[config.mk]
export PLATFORM = sky130hd
export DESIGN_NAME = gfog_fifo
export DESIGN_NICKNAME = d
export VERILOG_FILES = /design/src/rtl/gfog_fifo.sv
export SDC_FILE = /design/constraint.sdc
export NUM_CORES = 1
export LEC_CHECK = 0
export ABC_AREA = 1
export BUFFER_PORTS_ARGS = -buffer_cell sky130_fd_sc_hd__buf_2
export CAP_MARGIN = 20
export CORE_AREA = 4 4 47 49
export CTS_BUF_LIST = sky130_fd_sc_hd__clkbuf_8
export DETAILED_ROUTE_END_ITERATION = 7
export DIE_AREA = 0 0 51 53
export PLACE_DENSITY = 0.73
export SLEW_MARGIN = 20
export SYNTH_ARGS = -nofsm -noshare
export SYNTH_HDL_FRONTEND = slang
export SYNTH_SLANG_ARGS = --single-unit
[constraint.sdc]
create_clock -name clk_i -period 1.4 [get_ports clk_i]
set_clock_uncertainty 0.2 [all_clocks]
set_input_delay 0.21 -clock clk_i [delete_from_list [all_inputs] [get_ports clk_i]]
set_output_delay 0.21 -clock clk_i [all_outputs]
set_load 0.01 [all_outputs]
[src/rtl/gfog_fifo.sv]
// ----------------------------------------------------------------------------
// gfog_fifo
// Small register queue with push/full and pop/empty sides.
// ----------------------------------------------------------------------------
module gfog_fifo #(
  parameter int unsigned Width = 8,
  parameter int unsigned Depth = 2
) (
  input  logic             clk_i,
  input  logic             rst_ni,
  input  logic             push_i,
  input  logic [Width-1:0] data_i,
  output logic             full_o,
  input  logic             pop_i,
  output logic [Width-1:0] data_o,
  output logic             empty_o
);

  localparam int unsigned PtrW = (Depth > 1) ? $clog2(Depth) : 1;
  localparam int unsigned CntW = $clog2(Depth + 1);

  logic [Width-1:0] mem_q [Depth];
  logic [PtrW-1:0]  wr_ptr_q, wr_ptr_d, rd_ptr_q, rd_ptr_d;
  logic [CntW-1:0]  cnt_q, cnt_d;
  logic             do_push, do_pop;

  assign full_o  = (cnt_q == CntW'(Depth));
  assign empty_o = (cnt_q == '0);
  assign do_push = push_i & ~full_o;
  assign do_pop  = pop_i & ~empty_o;
  assign data_o  = mem_q[rd_ptr_q];

  always_comb begin
    wr_ptr_d = wr_ptr_q;
    rd_ptr_d = rd_ptr_q;
    cnt_d    = cnt_q;
    if (do_push) begin
      wr_ptr_d = (wr_ptr_q == PtrW'(Depth - 1)) ? '0 : wr_ptr_q + 1'b1;
    end
    if (do_pop) begin
      rd_ptr_d = (rd_ptr_q == PtrW'(Depth - 1)) ? '0 : rd_ptr_q + 1'b1;
    end
    if (do_push && !do_pop) begin
      cnt_d = cnt_q + 1'b1;
    end else if (do_pop && !do_push) begin
      cnt_d = cnt_q - 1'b1;
    end
  end

  always_ff @(posedge clk_i or negedge rst_ni) begin
    if (!rst_ni) begin
      wr_ptr_q <= '0;
      rd_ptr_q <= '0;
      cnt_q    <= '0;
    end else begin
      wr_ptr_q <= wr_ptr_d;
      rd_ptr_q <= rd_ptr_d;
      cnt_q    <= cnt_d;
    end
  end

  always_ff @(posedge clk_i) begin
    if (do_push) begin
      mem_q[wr_ptr_q] <= data_i;
    end
  end

endmodule

### After elaboration in Yosys (flattened, before gate mapping)

Memory sizes are Yosys's and may differ from the RTL's.
Cells that the tools add are included.

* register bits: 4
* bits in writable memories: 16
* bits of input ports: 12
* output and inout bits: 10
* word-level logic and storage cells: 25
* memories kept: 1

Memory list
* mem_q: words 2, bits a word 8, read ports 1, clocked after Yosys merged registers in 0, write ports 1, line 22 `logic [Width-1:0] mem_q [Depth];`

* $add $sub $neg: 4
* eq/ne operators: 1
* muxes and demuxes: 6
* bitwise gates (word level): 4
* reductions and logical operators: 6

Operator list (count)
* 1-bit two-way mux: 4
* 2-bit two-way mux: 2
* 1-bit adder, second input constant: 2
* 2-bit by 1-bit adder with 2-bit output, second input constant: 1
* 1-bit AND: 2
* 2-bit equality test, second input constant: 1
* 1-bit logical AND: 2
* 1-bit zero test: 2
* 2-bit zero test: 1
* 1-bit NOT: 2
* 2-bit nonzero test: 1
* 2-bit by 1-bit subtractor with 2-bit output, second input constant: 1

### Depth between registers and ports, before layout

* depth after elaboration: 7
* gate-level depth with buffers: 9
* depth with buffers taken out: 9

### Worst setup path after synthesis

OpenSTA, ideal clock, no wires.

* kind: register to register
* from: register cnt_q[1]
* to: memory mem_q[1][0] (enable)
* library setup time: 0.371 ns
* data arrival time: 0.951 ns
* data required time: 0.829 ns
* path slack: -0.122 ns
* stages on the path, launching flop included: 4
* path buffers: 0
* clock period less this slack: 1.522 ns
* path through: dfrtp_1 > inv_1 > o21ai_0 > nor2_1

* cells in the longest elaborated chain, start to end: 5

Ends and longest elaborated chain
* start: declaration: line 24 `logic [CntW-1:0] cnt_q, cnt_d;`
* start signal: assignment: line 58 `cnt_q <= cnt_d;`
* 2-bit equality test: line 27 `assign full_o = (cnt_q == CntW'(Depth));`
* 1-bit NOT: line 29 `assign do_push = push_i & ~full_o;`
* 1-bit AND: line 29
* 1-bit two-way mux: line 63 `if (do_push) begin`
* 1-bit two-way mux (not written as such): line 64 `mem_q[wr_ptr_q] <= data_i;`
* end: declaration: line 22

No other way between the ends.

### Final worst setup path

* from: register cnt_q[1]
* to: output port full_o

* cells in the longest elaborated chain, start to end: 1

Ends and longest elaborated chain
* 2-bit equality test: line 27
* end: declaration: line 13 `output logic full_o,`

No other way between the ends.

==> summary.txt <==
Status -> finished, violations left
Failing checks -> negative setup slack
Drc violations -> 0
Vias in the first global route -> 704
Cell Int Power -> 1810 uW
Initial core utilization -> 0.435
Longest Clk Path Bufs -> 2
Post-synth ARST share -> 0.200
Hold depth -> 4
Post-synthesis instance total -> 73
Power Dens Cells -> 2070 mW/mm2
RSZ-0062 raised after global routing -> true
Reg2reg path depth -> 7
Via Count -> 675
Startpoint types -> flip-flop
Ys flop type -> edfxtp_1
Final setup viols -> 28
Final worst slack -> -0.138 ns
Die Height -> 53 um
GRT Resource Usage Total -> 0.168
Iter 0 DRT Violations -> 6
First-pass GRT wire length -> 3210 um
Top cell types by occurrence after synthesis -> nand2_1, edfxtp_1, inv_1
DIE AREA -> 0.00270 mm2
Final Hold Vio Count -> 0
# IOs -> 22
Hold Crit Start -> push_i
Reg clk slew, reported paths -> 0.07 ns
Worst-Skew Late Latency -> 0.25 ns
Net Switching -> 1030 uW
Main area contributors after synthesis -> edfxtp_1, nand2_1, dfrtp_1
Antenna fix cells -> 0
Critical setup path kind -> flip-flop to output port
Largest net degree at the start of global routing -> 12
Drt total wl -> 1950 um
Slew Viols, Final -> 0
Leakage power -> 0.000617 uW
Number of synthesis warnings -> 0
Root Buffer -> clkbuf_8
Final GP Congestion -> 0.746
Min Tclk post-route -> 1.54 ns
R2r startpoint -> cnt_q[1]$_DFFE_PN0P_
Post-synth EDFFs -> 16
Distinct cells, synth -> 14
Die Wd -> 51 um
Yosys top cell area share -> 0.594
Buffers on Ports -> 21
Initial antenna violation count -> 0
CTS tree -> built
Slew @ Worst Pin -> 0.185 ns
Clock network fraction of total power -> 0.133
Final antenna-violating net count -> 0
Post-Syn Nets -> 86
Reg2Reg Setup Slack -> -0.10 ns
Layout cell share with drive strength beyond 1 -> 0.553
Synth Area per Inst -> 11.1 um2
Final #Nets -> 137
Max VDD drop -> 0.00123 V
Routed len/inst -> 13.0 um
Class of the worst hold path -> input port to flip-flop
Fmax -> 650 MHz
Row Count -> 16
Post-DP HPWL -> 1200 um
Congestion Overflow GR -> 0
Top-count cell post-synth -> nand2_1
Critical Path End Type -> output port
Critical R2R Capture -> cnt_q[1]$_DFFE_PN0P_
Slew HR -> 0.877
Post-synthesis instance area -> 810 um2
CP arrival -> 1.13 ns
Area leader, netlist -> edfxtp_1
WHS -> 0.0543 ns
Area after DPL -> 0.00102 mm2
Via/cell ratio -> 4.50
Net Sw Frac -> 0.363
Sequential area share after synthesis -> 0.717
Required @ worst endpoint -> 0.99 ns
Sequential share of power -> 0.340
Drt pass-1 iters -> 4
Finished Cell Area -> 0.00137 mm2
Post-route clock period utilization -> 1.10
Combinational power share -> 0.527
Num CTS Buffers -> 3
Layout area overhead -> 69.2%
Max-cap violations -> 0
Worst hold endpoint -> wr_ptr_q$_DFFE_PN0N_
Worst-path maximum fanout -> 3
# clock sinks -> 20
CTS H-tree lvls -> 1
Placeable Area -> 0.00186 mm2
Synthesized flop and latch total -> 20
## through the flow
stage	worst slack (ns)	instances	util	setup TNS [ns]	power, uW
4_1_cts	-0.108	149	0.708	-1.53	2670
6_report	-0.138	150	0.736	-2.27	2840
3_5_place_dp	-0.116	128	0.550	-0.724	1880
2_1_floorplan	-0.0506	73	-	-0.0506	1430
3_3_place_gp	-0.0409	128	0.550	-0.0708	1830
5_1_grt	-0.165	150	0.736	-3.34	3010
## critical path, stage by stage, from the launching register on
cell	delay, ns
dfrtp_1	0.42
inv_2	0.09
nor2_4	0.17
buf_6	0.12
buf_6	0.09
## layout make-up
cell class / instances / area [um2]
timing repair buffer: 47 / 384
tap: 27 / 33.8
clock inverter: 1 / 3.75
inverter: 8 / 37.5
sequential: 20 / 583
fill: 137 / 492
clock buffer: 3 / 41.3
multi-input combinational: 44 / 287
## routing by layer
metal	wire [um]	vias to the layer above	track usage
met3	76	2	0.0197
met2	1120	17	0.313
met4	12	0	0.103
met1	744	322	0.181
met5	0	-	0
li1	-	334	-
## layout by cell type, fill, tap and decap left out
cell	count
nand4_1	1
o21ai_2	1
inv_2	3
nor2_4	3
o21ai_4	1
buf_12	1
nand2_1	21
dlygate4sd3_1	9
buf_4	8
nand2_2	10
ha_4	1
clkbuf_8	3
xnor2_1	1
clkinv_4	1
buf_6	11
edfxtp_1	16
nand3_2	1
inv_1	3
inv_4	1
nand3b_1	1
buf_2	18
nor2_2	1
clkinv_1	1
nand2_4	2
dfrtp_2	2
dfrtp_1	2
## cell families (layout without fill, tap and decap cells)
family,count (synthesis),in the layout,share of synthesized area
flops,20,20,0.717
xor+xnor,1,1,0.0108
fa+ha+maj,1,1,0.0155
simple gates,40,40,0.201
compound gates,2,2,0.0124
buf+inv,9,59,0.0433
## worst max-delay path by stage
stage                         startpoint                   end  slack (ns)  depth (start not counted)
detailed placement  cnt_q[1]$_DFFE_PN0P_  cnt_q[1]$_DFFE_PN0P_       -0.12                          8
finish              cnt_q[1]$_DFFE_PN0P_                full_o       -0.14                          4
floorplan           cnt_q[1]$_DFFE_PN0P_  cnt_q[1]$_DFFE_PN0P_       -0.05                          8
global placement    cnt_q[1]$_DFFE_PN0P_  cnt_q[1]$_DFFE_PN0P_       -0.04                          8
CTS                 cnt_q[0]$_DFFE_PN0P_                full_o       -0.11                          3
global route        cnt_q[1]$_DFFE_PN0P_                full_o       -0.16                          4
## power groups by stage
stage | logic (uW) | registers, uW | clock network (uW)
4_1_cts | 1350 | 947 | 375
3_5_place_dp | 937 | 939 | 0
6_report | 1490 | 963 | 378
2_1_floorplan | 521 | 909 | 0
3_3_place_gp | 898 | 929 | 0
5_1_grt | 1620 | 986 | 405
## what timing repair did
action,in CTS,in global routing
pin swaps,12,9
setup buffers,8,1
hold buffers,9,0
endpoints found under the setup margin,25,29
endpoints found under the hold margin,20,0
gates resized for setup,27,14
## sequential cells by signal (all words and copies together) (netlist names)
signal	flops
mem_q	16
cnt_q	2
rd_ptr_q	1
wr_ptr_q	1
Power figures use the tool's default switching activity.
