===== src/rtl/gfog_pkg.sv =====
// ----------------------------------------------------------------------------
// gfog_pkg
// Shared types and constants of the GNSS fix outlier gate.
// ----------------------------------------------------------------------------
package gfog_pkg;

  localparam int unsigned CfgIdxW  = 3;
  localparam int unsigned CfgDataW = 16;

  localparam int unsigned MidQueueDepth = 2;
  localparam int unsigned OutQueueDepth = 2;

  typedef enum logic [CfgIdxW-1:0] {
    RegGateEnabled   = 3'd0,
    RegMaxAccuracy   = 3'd1,
    RegMinSpeed      = 3'd2,
    RegStaleTimeout  = 3'd3,
    RegJumpLimit     = 3'd4,
    RegValidNeeded   = 3'd5,
    RegOutlierLimit  = 3'd6
  } reg_idx_e;

  typedef enum logic [3:0] {
    DecDisabled    = 4'd0,
    DecNotRtk      = 4'd1,
    DecInaccurate  = 4'd2,
    DecStale       = 4'd3,
    DecCollecting  = 4'd4,
    DecInitFix     = 4'd5,
    DecPosUpd      = 4'd6,
    DecPosHeading  = 4'd7,
    DecOutlier     = 4'd8,
    DecForcedReset = 4'd9
  } dec_e;

  // reset values (squares of speed and jump limit held directly)
  localparam logic        GateEnabledRst   = 1'b1;
  localparam logic [15:0] MaxAccuracyRst   = 16'd100;
  localparam logic [31:0] SpeedSqRst       = 32'd100;
  localparam logic [15:0] StaleTimeoutRst  = 16'd5000;
  localparam logic [31:0] JumpSqRst        = 32'd25000000;
  localparam logic [7:0]  ValidNeededRst   = 8'd10;
  localparam logic [3:0]  OutlierLimitRst  = 4'd10;

  localparam logic [7:0]  InlierMax  = 8'd255;
  localparam logic [3:0]  OutlierMax = 4'd15;
  localparam logic [15:0] DiffSat    = 16'hFFFF;

  typedef struct packed {
    logic        gate_enabled;
    logic [15:0] max_accuracy;
    logic [31:0] speed_sq;
    logic [15:0] stale_timeout;
    logic [31:0] jump_sq;
    logic [7:0]  valid_needed;
    logic [3:0]  outlier_limit;
  } cfg_t;

  // classified request between front and back
  typedef struct packed {
    logic               dropped;
    dec_e               drop_dec;
    logic               fast;
    logic [31:0]        arrival;
    logic signed [31:0] x;
    logic signed [31:0] y;
    logic signed [15:0] mx;
    logic signed [15:0] my;
  } item_t;

  typedef struct packed {
    dec_e               dec;
    logic               trusted;
    logic signed [31:0] x;
    logic signed [31:0] y;
    logic signed [15:0] mx;
    logic signed [15:0] my;
  } result_t;

endpackage


===== src/rtl/gfog_cfg.sv =====
// ----------------------------------------------------------------------------
// gfog_cfg
// Configuration registers; speed and jump limits are held as squares.
// ----------------------------------------------------------------------------
module gfog_cfg (
  input  logic                         clk_i,
  input  logic                         rst_ni,
  input  logic                         cfg_we_i,
  input  logic [gfog_pkg::CfgIdxW-1:0] cfg_idx_i,
  input  logic [gfog_pkg::CfgDataW-1:0] cfg_wdata_i,
  output gfog_pkg::cfg_t               cfg_o
);

  gfog_pkg::cfg_t cfg_q, cfg_d;
  logic [31:0]    wdata_sq;

  assign wdata_sq = {16'b0, cfg_wdata_i} * {16'b0, cfg_wdata_i};
  assign cfg_o    = cfg_q;

  always_comb begin
    cfg_d = cfg_q;
    if (cfg_we_i) begin
      case (cfg_idx_i)
        gfog_pkg::RegGateEnabled:  cfg_d.gate_enabled  = cfg_wdata_i[0];
        gfog_pkg::RegMaxAccuracy:  cfg_d.max_accuracy  = cfg_wdata_i;
        gfog_pkg::RegMinSpeed:     cfg_d.speed_sq      = wdata_sq;
        gfog_pkg::RegStaleTimeout: cfg_d.stale_timeout = cfg_wdata_i;
        gfog_pkg::RegJumpLimit:    cfg_d.jump_sq       = wdata_sq;
        gfog_pkg::RegValidNeeded:  cfg_d.valid_needed  = cfg_wdata_i[7:0];
        gfog_pkg::RegOutlierLimit: cfg_d.outlier_limit = cfg_wdata_i[3:0];
        default: ;
      endcase
    end
  end

  always_ff @(posedge clk_i or negedge rst_ni) begin
    if (!rst_ni) begin
      cfg_q.gate_enabled  <= gfog_pkg::GateEnabledRst;
      cfg_q.max_accuracy  <= gfog_pkg::MaxAccuracyRst;
      cfg_q.speed_sq      <= gfog_pkg::SpeedSqRst;
      cfg_q.stale_timeout <= gfog_pkg::StaleTimeoutRst;
      cfg_q.jump_sq       <= gfog_pkg::JumpSqRst;
      cfg_q.valid_needed  <= gfog_pkg::ValidNeededRst;
      cfg_q.outlier_limit <= gfog_pkg::OutlierLimitRst;
    end else begin
      cfg_q <= cfg_d;
    end
  end

endmodule


===== config.mk =====
export PLATFORM = sky130hd
export DESIGN_NAME = gfog_cfg
export DESIGN_NICKNAME = d
export VERILOG_FILES = /design/src/rtl/gfog_pkg.sv /design/src/rtl/gfog_cfg.sv
export SDC_FILE = /design/constraint.sdc
export NUM_CORES = 1
export LEC_CHECK = 0
export BUFFER_PORTS_ARGS = -buffer_cell sky130_fd_sc_hd__buf_2
export CAP_MARGIN = 10
export CORE_MARGIN = 8
export CORE_UTILIZATION = 38
export CTS_CLUSTER_DIAMETER = 150
export DETAILED_ROUTE_END_ITERATION = 10
export PLACE_DENSITY = 0.53
export SYNTH_ARGS = -nofsm -noshare
export SYNTH_HDL_FRONTEND = slang
export SYNTH_SLANG_ARGS = --single-unit

===== constraint.sdc =====
create_clock -name clk_i -period 1.5 [get_ports clk_i]
set_clock_uncertainty 0.1 [all_clocks]
set_input_delay 0.225 -clock clk_i [delete_from_list [all_inputs] [get_ports clk_i]]
set_output_delay 0.225 -clock clk_i [all_outputs]
set_load 0.05 [all_outputs]

* Yosys cells after proc, flatten, opt, wreduce, memory -nomap -nowiden *
Cells that the tools add are included.

word-level totals
  bits in registers = 109
  bits of input ports = 22
  output and inout port bits = 109
  logic and storage cells = 22

cells by class
  multipliers = 1
  equal/unequal tests = 6
  reductions and logical operators = 8

operators by type and width
  cell                  number
  $mul A16 B16 Y32      1
  $reduce_and A2 Y1     7
  $eq A3 B3 Y1 const B  3
  $eq A3 B2 Y1 const B  2
  $eq A3 B1 Y1 const B  1
  $logic_not A3 Y1      1

* Depth between registers and ports, before layout *
  depth in word-level cells = 2
  depth in mapped cells = 23
  depth with buffers taken out = 21

* Least setup slack after synthesis *
No wires, ideal clock.

  kind = input -> register
  start = input port cfg_wdata_i[6] (netlist bit)
  end = register cfg_q, in the netlist cfg_o[43]
  setup time = 122 ps
  arrival time = 5522 ps
  required time = 1278 ps
  setup slack = -4244 ps
  stages = 20
  buffers on the path = 3
  cells stage by stage = clkbuf_1 -> clkbuf_1 -> nand2_1 -> fa_1 -> inv_1 -> fa_1 -> fa_1 -> fa_1 -> fa_1 -> inv_1 -> fa_1 -> inv_1 -> ha_1 -> buf_4 -> nand4_4 -> or3_4 -> or3_1 -> o32a_2 -> mux2i_1 -> nand2_1

on the way
  longest elaborated chain between the ends = 1

ends and longest elaborated chain
  item                    line            source
  start: declaration      gfog_cfg.sv:10  input logic [gfog_pkg::CfgDataW-1:0] cfg_wdata_i,
  $mul A16 B16 Y32        gfog_cfg.sv:17  assign wdata_sq = {16'b0, cfg_wdata_i} * {16'b0, cfg_wdata_i};
  end signal: assignment  gfog_cfg.sv:46  cfg_q <= cfg_d;
  end: declaration        gfog_cfg.sv:14  gfog_pkg::cfg_t cfg_q, cfg_d;

Every way passes these cells.
A chain may end at the register's enable or synchronous reset.

* Final worst setup path *
  start = input port cfg_wdata_i[2] (netlist bit)
  end = register cfg_q, in the netlist cfg_o[91]

The elaborated chain is that of the path after synthesis.

==> flow_summary.ini <==
[run_status]
status = finished, violations left
violations = setup timing

[yosys]
synth_seq_area_share_pct = 22.9
ys_types = 68
synth_area_sq_um = 11800
synth_edf_count = 0
syn_inst = 1274
async_flop_share_pct = 100
ys_warn_count = 0
synth_seq_cells = 107
syn_area_per_cell_sq_um = 9.30
ys.flop_type = dfrtp_1

[route]
vias_per_cell = 4.88
antenna_left = 0
firstDrtPassIters = 4
wl_per_cell_microns = 17.3
drt-initial-drc-count = 359
vias = 10100
drc = 0
routed_wl_microns = 35800

[timing]
worst_hold_slack_ps = 29.9
rsz0062_at_grt = true
period_minus_slack_ps = 5140
setup_viol = 58
finalCritPeriodShare_pct = 343
finalHoldViolCount = 0
setup_ws_ps = -3640
fmaxAchievable_mhz = 195
slew_violations = 0
fin_tns_setup_ps = -176970

[floorplanning]
start_util_pct = 38.6
num_rows = 64
die_x_microns = 193
core_area_sq_um = 30700
die_h_microns = 193
die-area_sq_um = 37100
io_pins = 131

[min_path]
hold_start = cfg_wdata_i[2]
hp-class = in -> reg
hold_depth = 2
holdPathEnd = cfg_o[94]

[global_routing]
grt_pass1_vias = 11300
grt_antenna_before_repair = 0
overflow = 0
grt_pass1_wl_microns = 58700
grt_usage_pct = 20.3
grt_max_degree = 56

[setup_path]
r2r-start = cfg_o[40]
required_ps = 1670
cpPeakStageDelay_ps = 570
reg2reg_to = cfg_o[40]
crit_path_max_fanout = 8
crit_path_top_delay_cell = fa_1
path_class = in -> reg
start_kind = input port
crit_top_cell = fa_1
regToRegSetupSlack_ps = 470
crit_arrival_ps = 5310
r2r_cells = 2
cp-end-kind = flip-flop
cp_cell_sequence = buf_12, buf_8, and2_4, fa_1, fa_1, fa_1, fa_1, fa_1, inv_1, fa_1, inv_2, ha_4, nand2_4, or3_4, or3_4, o32a_4, mux2i_1, nand2_1

[clock_tree]
h-tree-depth = 3
cts-root-buf = clkbuf_16
clock_latency_ps = 380
cts_sinks = 107
cts_tree = yes
clk_path_buf_depth = 2
clk_pin_slew_worst_paths_ps = 80
numCtsBuffers = 9

[finish]
largest_reg_flops = 107
syn2layout_area_growth_pct = 48.6
fin_nets = 1953
final_layout_size_suffix_gt1_share_pct = 45.7
fin_cells = 2069
postLayoutCellArea_sq_um = 17600

[placed_design]
placement.cell_area_sq_um = 15300
numPortBuffers = 128
dp_hpwl_microns = 28200
place_inst = 1994
gp_congestion = 0.853

[job]
max-cap-violations = 0
[what timing repair did]
item	CTS	global route
pin swaps	124	109
endpoints found under the hold margin	84	0
setup buffers	45	30
resized for setup	284	93
gates cloned	2	1
endpoints found under the setup margin	86	59
hold buffers	2	0
[kinds of logic after synthesis]
group	Yosys count	synth area share (%)
multiplexers	36	3.37
adder cells (fa/ha/maj)	264	38.2
AO/OA/AOI/OAI	177	9.70
other	1	0.0317
flip-flops	107	22.9
XOR/XNOR	25	1.85
AND/OR/NAND/NOR	352	13.8
buffers and inverters	312	10.2
[layout by cell type (no fill, tap or decap), drive strengths merged, types with 6 or more instances in the layout]
| cell | Yosys | final |
|---|---|---|
| a21o | 12 | 12 |
| a21oi | 33 | 33 |
| and2 | 39 | 39 |
| and3 | 8 | 8 |
| buf | 13 | 438 |
| clkbuf | 47 | 10 |
| dfrtp | 79 | 79 |
| dfstp | 28 | 28 |
| fa | 162 | 162 |
| ha | 102 | 102 |
| inv | 251 | 255 |
| mux2 | 31 | 31 |
| nand2 | 176 | 176 |
| nand3 | 22 | 22 |
| nand4 | 16 | 16 |
| nor2 | 45 | 45 |
| nor2b | 6 | 6 |
| nor3 | 17 | 17 |
| o2111ai | 7 | 7 |
| o21a | 11 | 11 |
| o21ai | 62 | 62 |
| o31ai | 10 | 10 |
| or2 | 8 | 8 |
| xnor2 | 15 | 15 |
| xor2 | 10 | 10 |
[critical path: cells and delay by family]
kind                       cells  cell delay, ps
adders and majority gates      7            3340
muxes                          1             160
buffers and inverters          4             350
AOI/OAI and AO/OA              1             220
and+or+nand+nor                5             990
[per-layer routing]
| metal | vias to the layer above | wire, microns | global-route usage [%] |
|---|---|---|---|
| met5 | - | 0 | 0 |
| met4 | 0 | 641 | 4.79 |
| met3 | 38 | 1060 | 2.78 |
| met2 | 148 | 19200 | 37.8 |
| met1 | 5085 | 14900 | 24.2 |
| li1 | 4829 | - | - |
[worst max path at each step]
stage,cells past startpoint,slack [ps],endpoint,start
global placement,20,-4270,cfg_o[43],cfg_wdata_i[12]
finish,18,-3640,cfg_o[91],cfg_wdata_i[2]
floorplan,19,-3850,cfg_o[43],cfg_wdata_i[5]
detailed placement,20,-4320,cfg_o[91],cfg_wdata_i[12]
CTS,24,-3640,cfg_o[85],cfg_wdata_i[3]
global route,18,-3800,cfg_o[91],cfg_wdata_i[2]
[cell usage after synthesis (all sizes together) (10+ instances only)]
| cell type | n | area, sq um |
|---|---|---|
| a21o | 12 | 91.3 |
| a21oi | 33 | 169 |
| and2 | 39 | 245 |
| buf | 13 | 83.8 |
| clkbuf | 47 | 178 |
| dfrtp | 79 | 1980 |
| dfstp | 28 | 736 |
| fa | 162 | 3240 |
| ha | 102 | 1280 |
| inv | 251 | 942 |
| mux2 | 31 | 349 |
| nand2 | 176 | 663 |
| nand3 | 22 | 110 |
| nand4 | 16 | 115 |
| nor2 | 45 | 169 |
| nor3 | 17 | 85.1 |
| o21a | 11 | 82.6 |
| o21ai | 62 | 310 |
| o31ai | 10 | 75.1 |
| xnor2 | 15 | 131 |
| xor2 | 10 | 87.6 |
[cell type report]
cell class,count,area (sq um)
Antenna cell,1,2.50
Clock buffer,9,225
Clock inverter,7,68.8
Fill cell,2712,13100
Inverter,252,948
Multi-Input combinational cell,856,9470
Sequential cell,107,2710
Tap cell,396,495
Timing Repair Buffer,441,3680
[stage by stage]
step | util (%) | worst slack, ps
after CTS | 55.8 | -3640
after global placement | 49.9 | -4270
after floorplan | - | -3850
after detailed placement | 49.9 | -4320
final | 57.4 | -3640
after global routing | 57.4 | -3800
Power is left out: the tool's default activity adds up to more than one toggle a clock period on the data nets, which glitch-free logic cannot reach.
