==> src/rtl/gfog_pkg.sv <==
// ----------------------------------------------------------------------------
// gfog_pkg
// Shared types and constants of the GNSS fix outlier gate.
// ----------------------------------------------------------------------------
package gfog_pkg;

  localparam int unsigned CfgIdxW  = 3;
  localparam int unsigned CfgDataW = 16;

  localparam int unsigned MidQueueDepth = 2;
  localparam int unsigned OutQueueDepth = 2;

  typedef enum logic [CfgIdxW-1:0] {
    RegGateEnabled   = 3'd0,
    RegMaxAccuracy   = 3'd1,
    RegMinSpeed      = 3'd2,
    RegStaleTimeout  = 3'd3,
    RegJumpLimit     = 3'd4,
    RegValidNeeded   = 3'd5,
    RegOutlierLimit  = 3'd6
  } reg_idx_e;

  typedef enum logic [3:0] {
    DecDisabled    = 4'd0,
    DecNotRtk      = 4'd1,
    DecInaccurate  = 4'd2,
    DecStale       = 4'd3,
    DecCollecting  = 4'd4,
    DecInitFix     = 4'd5,
    DecPosUpd      = 4'd6,
    DecPosHeading  = 4'd7,
    DecOutlier     = 4'd8,
    DecForcedReset = 4'd9
  } dec_e;

  // reset values (squares of speed and jump limit held directly)
  localparam logic        GateEnabledRst   = 1'b1;
  localparam logic [15:0] MaxAccuracyRst   = 16'd100;
  localparam logic [31:0] SpeedSqRst       = 32'd100;
  localparam logic [15:0] StaleTimeoutRst  = 16'd5000;
  localparam logic [31:0] JumpSqRst        = 32'd25000000;
  localparam logic [7:0]  ValidNeededRst   = 8'd10;
  localparam logic [3:0]  OutlierLimitRst  = 4'd10;

  localparam logic [7:0]  InlierMax  = 8'd255;
  localparam logic [3:0]  OutlierMax = 4'd15;
  localparam logic [15:0] DiffSat    = 16'hFFFF;

  typedef struct packed {
    logic        gate_enabled;
    logic [15:0] max_accuracy;
    logic [31:0] speed_sq;
    logic [15:0] stale_timeout;
    logic [31:0] jump_sq;
    logic [7:0]  valid_needed;
    logic [3:0]  outlier_limit;
  } cfg_t;

  // classified request between front and back
  typedef struct packed {
    logic               dropped;
    dec_e               drop_dec;
    logic               fast;
    logic [31:0]        arrival;
    logic signed [31:0] x;
    logic signed [31:0] y;
    logic signed [15:0] mx;
    logic signed [15:0] my;
  } item_t;

  typedef struct packed {
    dec_e               dec;
    logic               trusted;
    logic signed [31:0] x;
    logic signed [31:0] y;
    logic signed [15:0] mx;
    logic signed [15:0] my;
  } result_t;

endpackage

==> src/rtl/gfog_back.sv <==
// ----------------------------------------------------------------------------
// gfog_back
// Tracking state: staleness, distance gate, counters and decisions.
// ----------------------------------------------------------------------------
module gfog_back (
  input  logic                clk_i,
  input  logic                rst_ni,
  input  gfog_pkg::cfg_t      cfg_i,
  input  logic                item_valid_i,
  input  gfog_pkg::item_t     item_i,
  output logic                item_take_o,
  input  logic                res_full_i,
  output logic                res_push_o,
  output gfog_pkg::result_t   res_o
);

  logic               trusted_q, trusted_d;
  logic [7:0]         inl_q, inl_d, inl_inc;
  logic [3:0]         outl_q, outl_d, outl_inc;
  logic signed [31:0] kept_x_q, kept_x_d, kept_y_q, kept_y_d;
  logic [31:0]        kept_t_q, kept_t_d;

  logic [31:0]        elapsed;
  logic               stale;
  logic signed [32:0] dx, dy;
  logic [32:0]        dx_mag, dy_mag;
  logic [15:0]        dx_sat, dy_sat;
  logic [31:0]        dx_sq, dy_sq;
  logic [32:0]        dist_sq;
  logic               inlier;

  assign item_take_o = item_valid_i & ~res_full_i;
  assign res_push_o  = item_take_o;

  assign elapsed = item_i.arrival - kept_t_q;
  assign stale   = elapsed > {16'b0, cfg_i.stale_timeout};

  assign dx      = 33'(item_i.x) - 33'(kept_x_q);
  assign dy      = 33'(item_i.y) - 33'(kept_y_q);
  assign dx_mag  = dx[32] ? 33'(-dx) : 33'(dx);
  assign dy_mag  = dy[32] ? 33'(-dy) : 33'(dy);
  assign dx_sat  = (dx_mag > {17'b0, gfog_pkg::DiffSat}) ? gfog_pkg::DiffSat : dx_mag[15:0];
  assign dy_sat  = (dy_mag > {17'b0, gfog_pkg::DiffSat}) ? gfog_pkg::DiffSat : dy_mag[15:0];
  assign dx_sq   = {16'b0, dx_sat} * {16'b0, dx_sat};
  assign dy_sq   = {16'b0, dy_sat} * {16'b0, dy_sat};
  assign dist_sq = {1'b0, dx_sq} + {1'b0, dy_sq};
  assign inlier  = dist_sq < {1'b0, cfg_i.jump_sq};

  assign inl_inc  = (inl_q == gfog_pkg::InlierMax) ? inl_q : inl_q + 1'b1;
  assign outl_inc = (outl_q == gfog_pkg::OutlierMax) ? outl_q : outl_q + 1'b1;

  always_comb begin
    trusted_d = trusted_q;
    inl_d     = inl_q;
    outl_d    = outl_q;
    kept_x_d  = kept_x_q;
    kept_y_d  = kept_y_q;
    kept_t_d  = kept_t_q;
    res_o     = '0;
    res_o.dec = item_i.drop_dec;
    if (item_i.dropped) begin
      res_o.dec = item_i.drop_dec;
    end else if (stale) begin
      trusted_d = 1'b0;
      inl_d     = '0;
      outl_d    = '0;
      kept_x_d  = item_i.x;
      kept_y_d  = item_i.y;
      kept_t_d  = item_i.arrival;
      res_o.dec = gfog_pkg::DecStale;
    end else if (inlier) begin
      kept_x_d = item_i.x;
      kept_y_d = item_i.y;
      kept_t_d = item_i.arrival;
      outl_d   = '0;
      inl_d    = inl_inc;
      if (!trusted_q && (inl_inc > cfg_i.valid_needed)) begin
        trusted_d = 1'b1;
        res_o.dec = gfog_pkg::DecInitFix;
        res_o.x   = item_i.x;
        res_o.y   = item_i.y;
      end else if (trusted_q) begin
        res_o.x = item_i.x;
        res_o.y = item_i.y;
        if (item_i.fast) begin
          res_o.dec = gfog_pkg::DecPosHeading;
          res_o.mx  = item_i.mx;
          res_o.my  = item_i.my;
        end else begin
          res_o.dec = gfog_pkg::DecPosUpd;
        end
      end else begin
        res_o.dec = gfog_pkg::DecCollecting;
      end
    end else begin
      if (outl_inc > cfg_i.outlier_limit) begin
        trusted_d = 1'b0;
        inl_d     = '0;
        outl_d    = '0;
        kept_x_d  = item_i.x;
        kept_y_d  = item_i.y;
        kept_t_d  = item_i.arrival;
        res_o.dec = gfog_pkg::DecForcedReset;
      end else begin
        outl_d    = outl_inc;
        res_o.dec = gfog_pkg::DecOutlier;
      end
    end
    res_o.trusted = trusted_d;
  end

  always_ff @(posedge clk_i or negedge rst_ni) begin
    if (!rst_ni) begin
      trusted_q <= 1'b0;
      inl_q     <= '0;
      outl_q    <= '0;
      kept_x_q  <= '0;
      kept_y_q  <= '0;
      kept_t_q  <= '0;
    end else if (item_take_o) begin
      trusted_q <= trusted_d;
      inl_q     <= inl_d;
      outl_q    <= outl_d;
      kept_x_q  <= kept_x_d;
      kept_y_q  <= kept_y_d;
      kept_t_q  <= kept_t_d;
    end
  end

  a_drop_keeps_state: assert property (@(posedge clk_i) disable iff (!rst_ni)
    item_take_o && item_i.dropped |=> $stable(kept_t_q) && $stable(inl_q) && $stable(trusted_q))
    else $error("dropped fix changed tracking state");

  a_restart_clears: assert property (@(posedge clk_i) disable iff (!rst_ni)
    res_push_o && (res_o.dec == gfog_pkg::DecForcedReset || res_o.dec == gfog_pkg::DecStale)
    |=> !trusted_q && inl_q == '0 && outl_q == '0)
    else $error("restart left counters or trust set");

  a_pos_needs_trust: assert property (@(posedge clk_i) disable iff (!rst_ni)
    res_push_o && (res_o.dec == gfog_pkg::DecInitFix || res_o.dec == gfog_pkg::DecPosUpd ||
    res_o.dec == gfog_pkg::DecPosHeading) |-> res_o.trusted)
    else $error("position passed on while untrusted");

  a_inlier_keeps_fix: assert property (@(posedge clk_i) disable iff (!rst_ni)
    res_push_o && (res_o.dec == gfog_pkg::DecCollecting || res_o.dec == gfog_pkg::DecPosUpd)
    |=> kept_t_q == $past(item_i.arrival) && outl_q == '0)
    else $error("inlier not kept");

endmodule

==> config.mk <==
export PLATFORM = sky130hd
export DESIGN_NAME = gfog_back
export DESIGN_NICKNAME = d
export VERILOG_FILES = /design/src/rtl/gfog_pkg.sv /design/src/rtl/gfog_back.sv
export SDC_FILE = /design/constraint.sdc
export NUM_CORES = 2
export LEC_CHECK = 0
export CAP_MARGIN = 0
export CELL_PAD_IN_SITES_DETAIL_PLACEMENT = 0
export CELL_PAD_IN_SITES_GLOBAL_PLACEMENT = 1
export CORE_MARGIN = 4
export CORE_UTILIZATION = 51
export CTS_CLUSTER_SIZE = 10
export DETAILED_ROUTE_END_ITERATION = 16
export DONT_BUFFER_PORTS = 1
export GPL_TIMING_DRIVEN = 0
export PLACE_DENSITY_LB_ADDON = 0.1
export SYNTH_ARGS = -nofsm -noshare
export SYNTH_HDL_FRONTEND = slang
export SYNTH_SLANG_ARGS = --single-unit
==> constraint.sdc <==
create_clock -name clk_i -period 29 [get_ports clk_i]
set_input_delay 5.8 -clock clk_i [delete_from_list [all_inputs] [get_ports clk_i]]
set_output_delay 5.8 -clock clk_i [all_outputs]
set_load 0.05 [all_outputs]
# == Word-level counts from Yosys, hierarchy flattened ==
# Index checks and enable logic that the tools add are counted.
# word_totals
ff_bits,109
input_bits,247
output_inout_bits,103
word_cells,72
# classes
addsub,8
n_mul,2
order_cmp,6
n_eq_ne,2
n_mux,40
bitwise_logic,3
n_reduce_logical,5
# op_table
cell,n
2-to-1 mux 96 bit,4
2-to-1 mux 32 bit,11
> comparator 33 x 16 -> 1 bit (second input constant),2
2-to-1 mux 33 bit,2
negator 33 bit,2
subtractor 32 x 32 -> 33 bit,2
multiplier 16 x 16 -> 32 bit,2
2-to-1 mux 64 bit,1
adder 32 x 32 -> 33 bit,1
< comparator 33 x 32 -> 1 bit,1
> comparator 32 x 16 -> 1 bit,1
2-to-1 mux 16 bit,2
2-to-1 mux 4 bit,8
2-to-1 mux 8 bit,4
subtractor 32 bit,1
adder 8 x 1 -> 8 bit (second input constant),1
== test 8 bit (second input constant),1
> comparator 8 bit,1
2-to-1 mux 1 bit,7
adder 4 x 1 -> 4 bit (second input constant),1
== test 4 bit (second input constant),1
> comparator 4 bit,1
AND reduction 3 bit,1
nonzero test 3 bit,1
6 further kinds,7

# == Longest topological paths before layout ==
# depth
depth_word,11
mapped_depth,66
depth_no_buf,60

# == Worst setup path after synthesis ==
# No wires, ideal clock.
# synth_path
kind,input-to-output
start,input port item_i[64] (netlist name)
end,output port res_o[32] (netlist name)
arrival_ns,20.161
t_required_ns,23.200
path_slack_ns,3.039
cell_stages,55
n_path_buf,2
path_cell_list,inv_1 ha_1 inv_1 fa_1 xnor2_1 nand3_1 a211oi_1 nand4_2 or3_4 or4_1 or2_0 a21oi_1 a41oi_1 or3_1 a2111oi_2 o211ai_1 or2_1 buf_2 (+19 left out) a311oi_1 a2111oi_0 o21ai_0 nor4_1 nor2_1 a21oi_1 o21bai_1 a2111oi_0 nor3_1 xnor2_1 ha_1 o2111ai_1 a211oi_1 a2111oi_0 o21bai_1 nor2_1 o21ai_1 nor4_1
# synth_rtl
item,line,rtl
from (decl),gfog_back.sv:10,"input gfog_pkg::item_t item_i,"
to (decl),gfog_back.sv:14,output gfog_pkg::result_t res_o

==> results.cfg <==
[clock_network]
clk_latency_ns = 0.41
root_buffer = clkbuf_16
cts_tree = yes
clock_path_buffers = 2
numCtsBuffers = 9
ctsHoldBuffers = 0
htreeDepth = 3
clkTransAtPathRegs_ns = 0.08
cts.sinks = 109

[finish]
instances_no_fill = 4416
nFillCells = 5636
area_growth_pct = 5.57
multi_input_area_um2 = 24400
drive_gt1_share_pct = 7.45
num-nets-final = 4613
final-seq-area_um2 = 2730

[yosys]
synth_cell_type_count = 96
syn_avg_cell_area_um2 = 8.37
ys_seq_area_share_pct = 9.01
synth_seq_cells = 109
synth-edff-count = 0
netlist_area_um2 = 30300
synth-simple-area-share_pct = 16.1
yosys_warnings = 0
synthXorXnorAreaFrac_pct = 4.22
synth_mux_area_share_pct = 4.91
synthCells = 3615
synth_ff_type = dfrtp_1
syn-num-nets = 4596
synth_top_family_by_area = adder cells
async_reset_ff_share_pct = 100
synth_fa_ha_area_share_pct = 40.0
synth-compound-area-share_pct = 14.3

[sta]
finalCriticalPeriod_ns = 28.03
setup_slack_ns = 0.970
skew_ns = 0.0336
max-slew-margin-rel_pct = 9.71
hold_viol = 0
drv_slew = 0
worst_pin_slew_ns = 1.34
setup_viol = 0
min_period_over_period_pct = 96.7
fmax_ghz = 0.0357

[die]
initial_core_util_pct = 51.4
die_w_um = 252
num_rows = 89
design.core.area_um2 = 58900
die_h_um = 252
fp.dieArea_um2 = 63300
ios = 350

[critical_path]
required_ns = 23.20
start_kind = input pin
slowest_delay_ns = 0.61
crit_slowest_cell = fa_1
crit_type = input pin to output port
cp_max_fo = 10
endpoint_kind = output port
cp_common_cell = fa_1
critPathArrivalTime_ns = 22.23

[placed_design]
dpl.cell_count = 4391
gp_congestion = 0.956
io_buffer_count = 0
pre_cts_slack_ns = -1.48
dp.final_hpwl_um = 76500

[power_and_ir_drop]
p_seq_share_pct = 15.3
p_leak_nw = 15.3
p_per_area_nw_per_um2 = 39.1
power_switching_uw = 691
clkPwrFrac_pct = 11.0
power.total_mw = 1.25
peakVddDrop_uv = 37.1
internal_power_uw = 558
switching_share_pct = 55.3
p_comb_share_pct = 73.7

[drt]
wirelength_um = 89700
num_vias = 25343
drtIter0Drc = 1519
wl_per_cell_um = 20.3
vias_per_cell = 5.74
dr.pass1.iters = 6
ant_nets = 0
route.detailed.drc = 0

[run]
maxCapViolCount = 0

[global_routing]
grt_max_degree = 110
track_usage_pct = 28.5
grt_pass1_wl_um = 144000
globalRouteOverflowTotal = 0
antenna_found_initial = 11
grt_pass1_vias = 26851

[run_status]
status = complete, no violations

[hold_path]
hold_class = flip-flop to flip-flop
-- logic make-up (layout without fill, tap and decap cells) --
| family | count (synthesis) | count (layout) |
|---|---|---|
| other cells | 0 | 6 |
| buf+inv | 894 | 916 |
| flops | 109 | 109 |
| compound gates | 659 | 659 |
| mux | 117 | 117 |
| fa+ha+maj | 734 | 734 |
| simple gates | 956 | 956 |
| xor+xnor | 146 | 146 |
-- final cells by class --
type | count | share of cell area (%)
multi-input cells | 2612 | 76.4
inverters | 776 | 9.14
flip-flops and latches | 109 | 8.54
well taps | 773 | 3.03
plain buffers | 117 | 1.68
clock buffers | 9 | 0.705
clock inverters | 7 | 0.262
repair buffers | 7 | 0.176
diodes | 6 | 0.0470
-- through the flow --
step | cell area [um^2] | utilization (%) | setup TNS (ns) | hold WS [ns]
after floorplan | 30300 | - | 0 | 0.458
after global placement | 31200 | 53.0 | -181.79 | 0.473
after detailed placement | 31300 | 53.1 | -132.87 | 0.493
after CTS | 31700 | 53.8 | 0 | 0.514
after global routing | 32000 | 54.2 | -0.0971 | 0.529
final | 32000 | 54.2 | 0 | 0.509
-- worst paths after layout --
kind	slack (ns)	depth (start not counted)	end	from
setup reg to reg	12.06	58	kept_y_q[5]	kept_x_q[0]
setup / recovery	0.97	58	res_o[93]	item_i[64]
max in group asynchronous	23.60	0	kept_x_q[28]	rst_ni
hold reg to reg	0.51	1	kept_y_q[3]	kept_y_q[3]
min in group asynchronous	5.09	0	kept_y_q[18]	rst_ni
hold / removal	0.51	1	kept_y_q[3]	kept_y_q[3]
-- metal layers --
layer  global-route usage, %  vias to the layer above  wire (um)
met5                       0                        -         28
met1                    35.2                    12475      36300
li1                        -                    11906          -
met4                    9.37                        4       3150
met2                    50.9                      803      44900
met3                    4.44                      155       5320
-- cells in the final DEF, fill, tap and decap left out, drive strengths merged, types with 13 or more instances in the layout --
master and count:
o2111ai 13, a21oi 142, buf 36, nor3 70, fa 391, a2111oi 13
and3 36, nand4 33, mux2 102, mux2i 15, nor4 18, nor2 277
o211ai 27, clkbuf 97, or3 21, nor2b 33, nand2b 33, ha 343
xor2 53, o21ai 175, o21a 26, nand2 184, xnor2 93, and2 128
a31oi 25, o31ai 18, or2 15, dfrtp 109, nand3 60, o311ai 15
a211oi 33, a21o 58, o21bai 13, inv 773
-- cells in the mapped netlist (51+ instances only) --
cell / instances / area, um^2
xnor2_1: 93 / 815
xor2_1: 53 / 464
a21oi_1: 142 / 711
nand3_1: 60 / 300
fa_1: 391 / 7830
nor3_1: 68 / 340
dfrtp_1: 109 / 2730
ha_1: 343 / 4290
o21ai_0: 163 / 816
nor2_1: 276 / 1040
a21o_1: 58 / 435
clkbuf_1: 89 / 334
nand2_1: 183 / 687
and2_1: 128 / 801
inv_1: 770 / 2890
mux2_2: 51 / 574
-- what timing repair did --
item                                   4_1_cts  5_1_grt
endpoints found under the hold margin        0        0
setup buffers                                0        4
pin swaps                                    0        4
gates cloned                                 0        0
setup endpoints to repair                  101      101
gates resized for setup                     19       72
-- state kept, by name, summed over array words and instances, names as in the netlist --
name	cells
inl_q	8
kept_y_q	32
kept_x_q	32
outl_q	4
trusted_q	1
kept_t_q	32
-- power groups by stage --
stage	combinational (mW)	clock (mW)	sequential, mW
floorplan	0.625	0	0.190
global placement	0.862	0	0.192
detailed placement	0.874	0	0.193
CTS	0.889	0.145	0.191
global route	1.00	0.148	0.194
finish	0.920	0.138	0.191
-- critical path, delay by kind of cell --
family / cells / cell delay (ns)
simple gates: 13 / 3.57
fa+ha+maj: 12 / 5.40
xor+xnor: 1 / 0.08
compound gates: 21 / 5.83
buf+inv: 11 / 1.48
(Power assumes the default switching activity.)
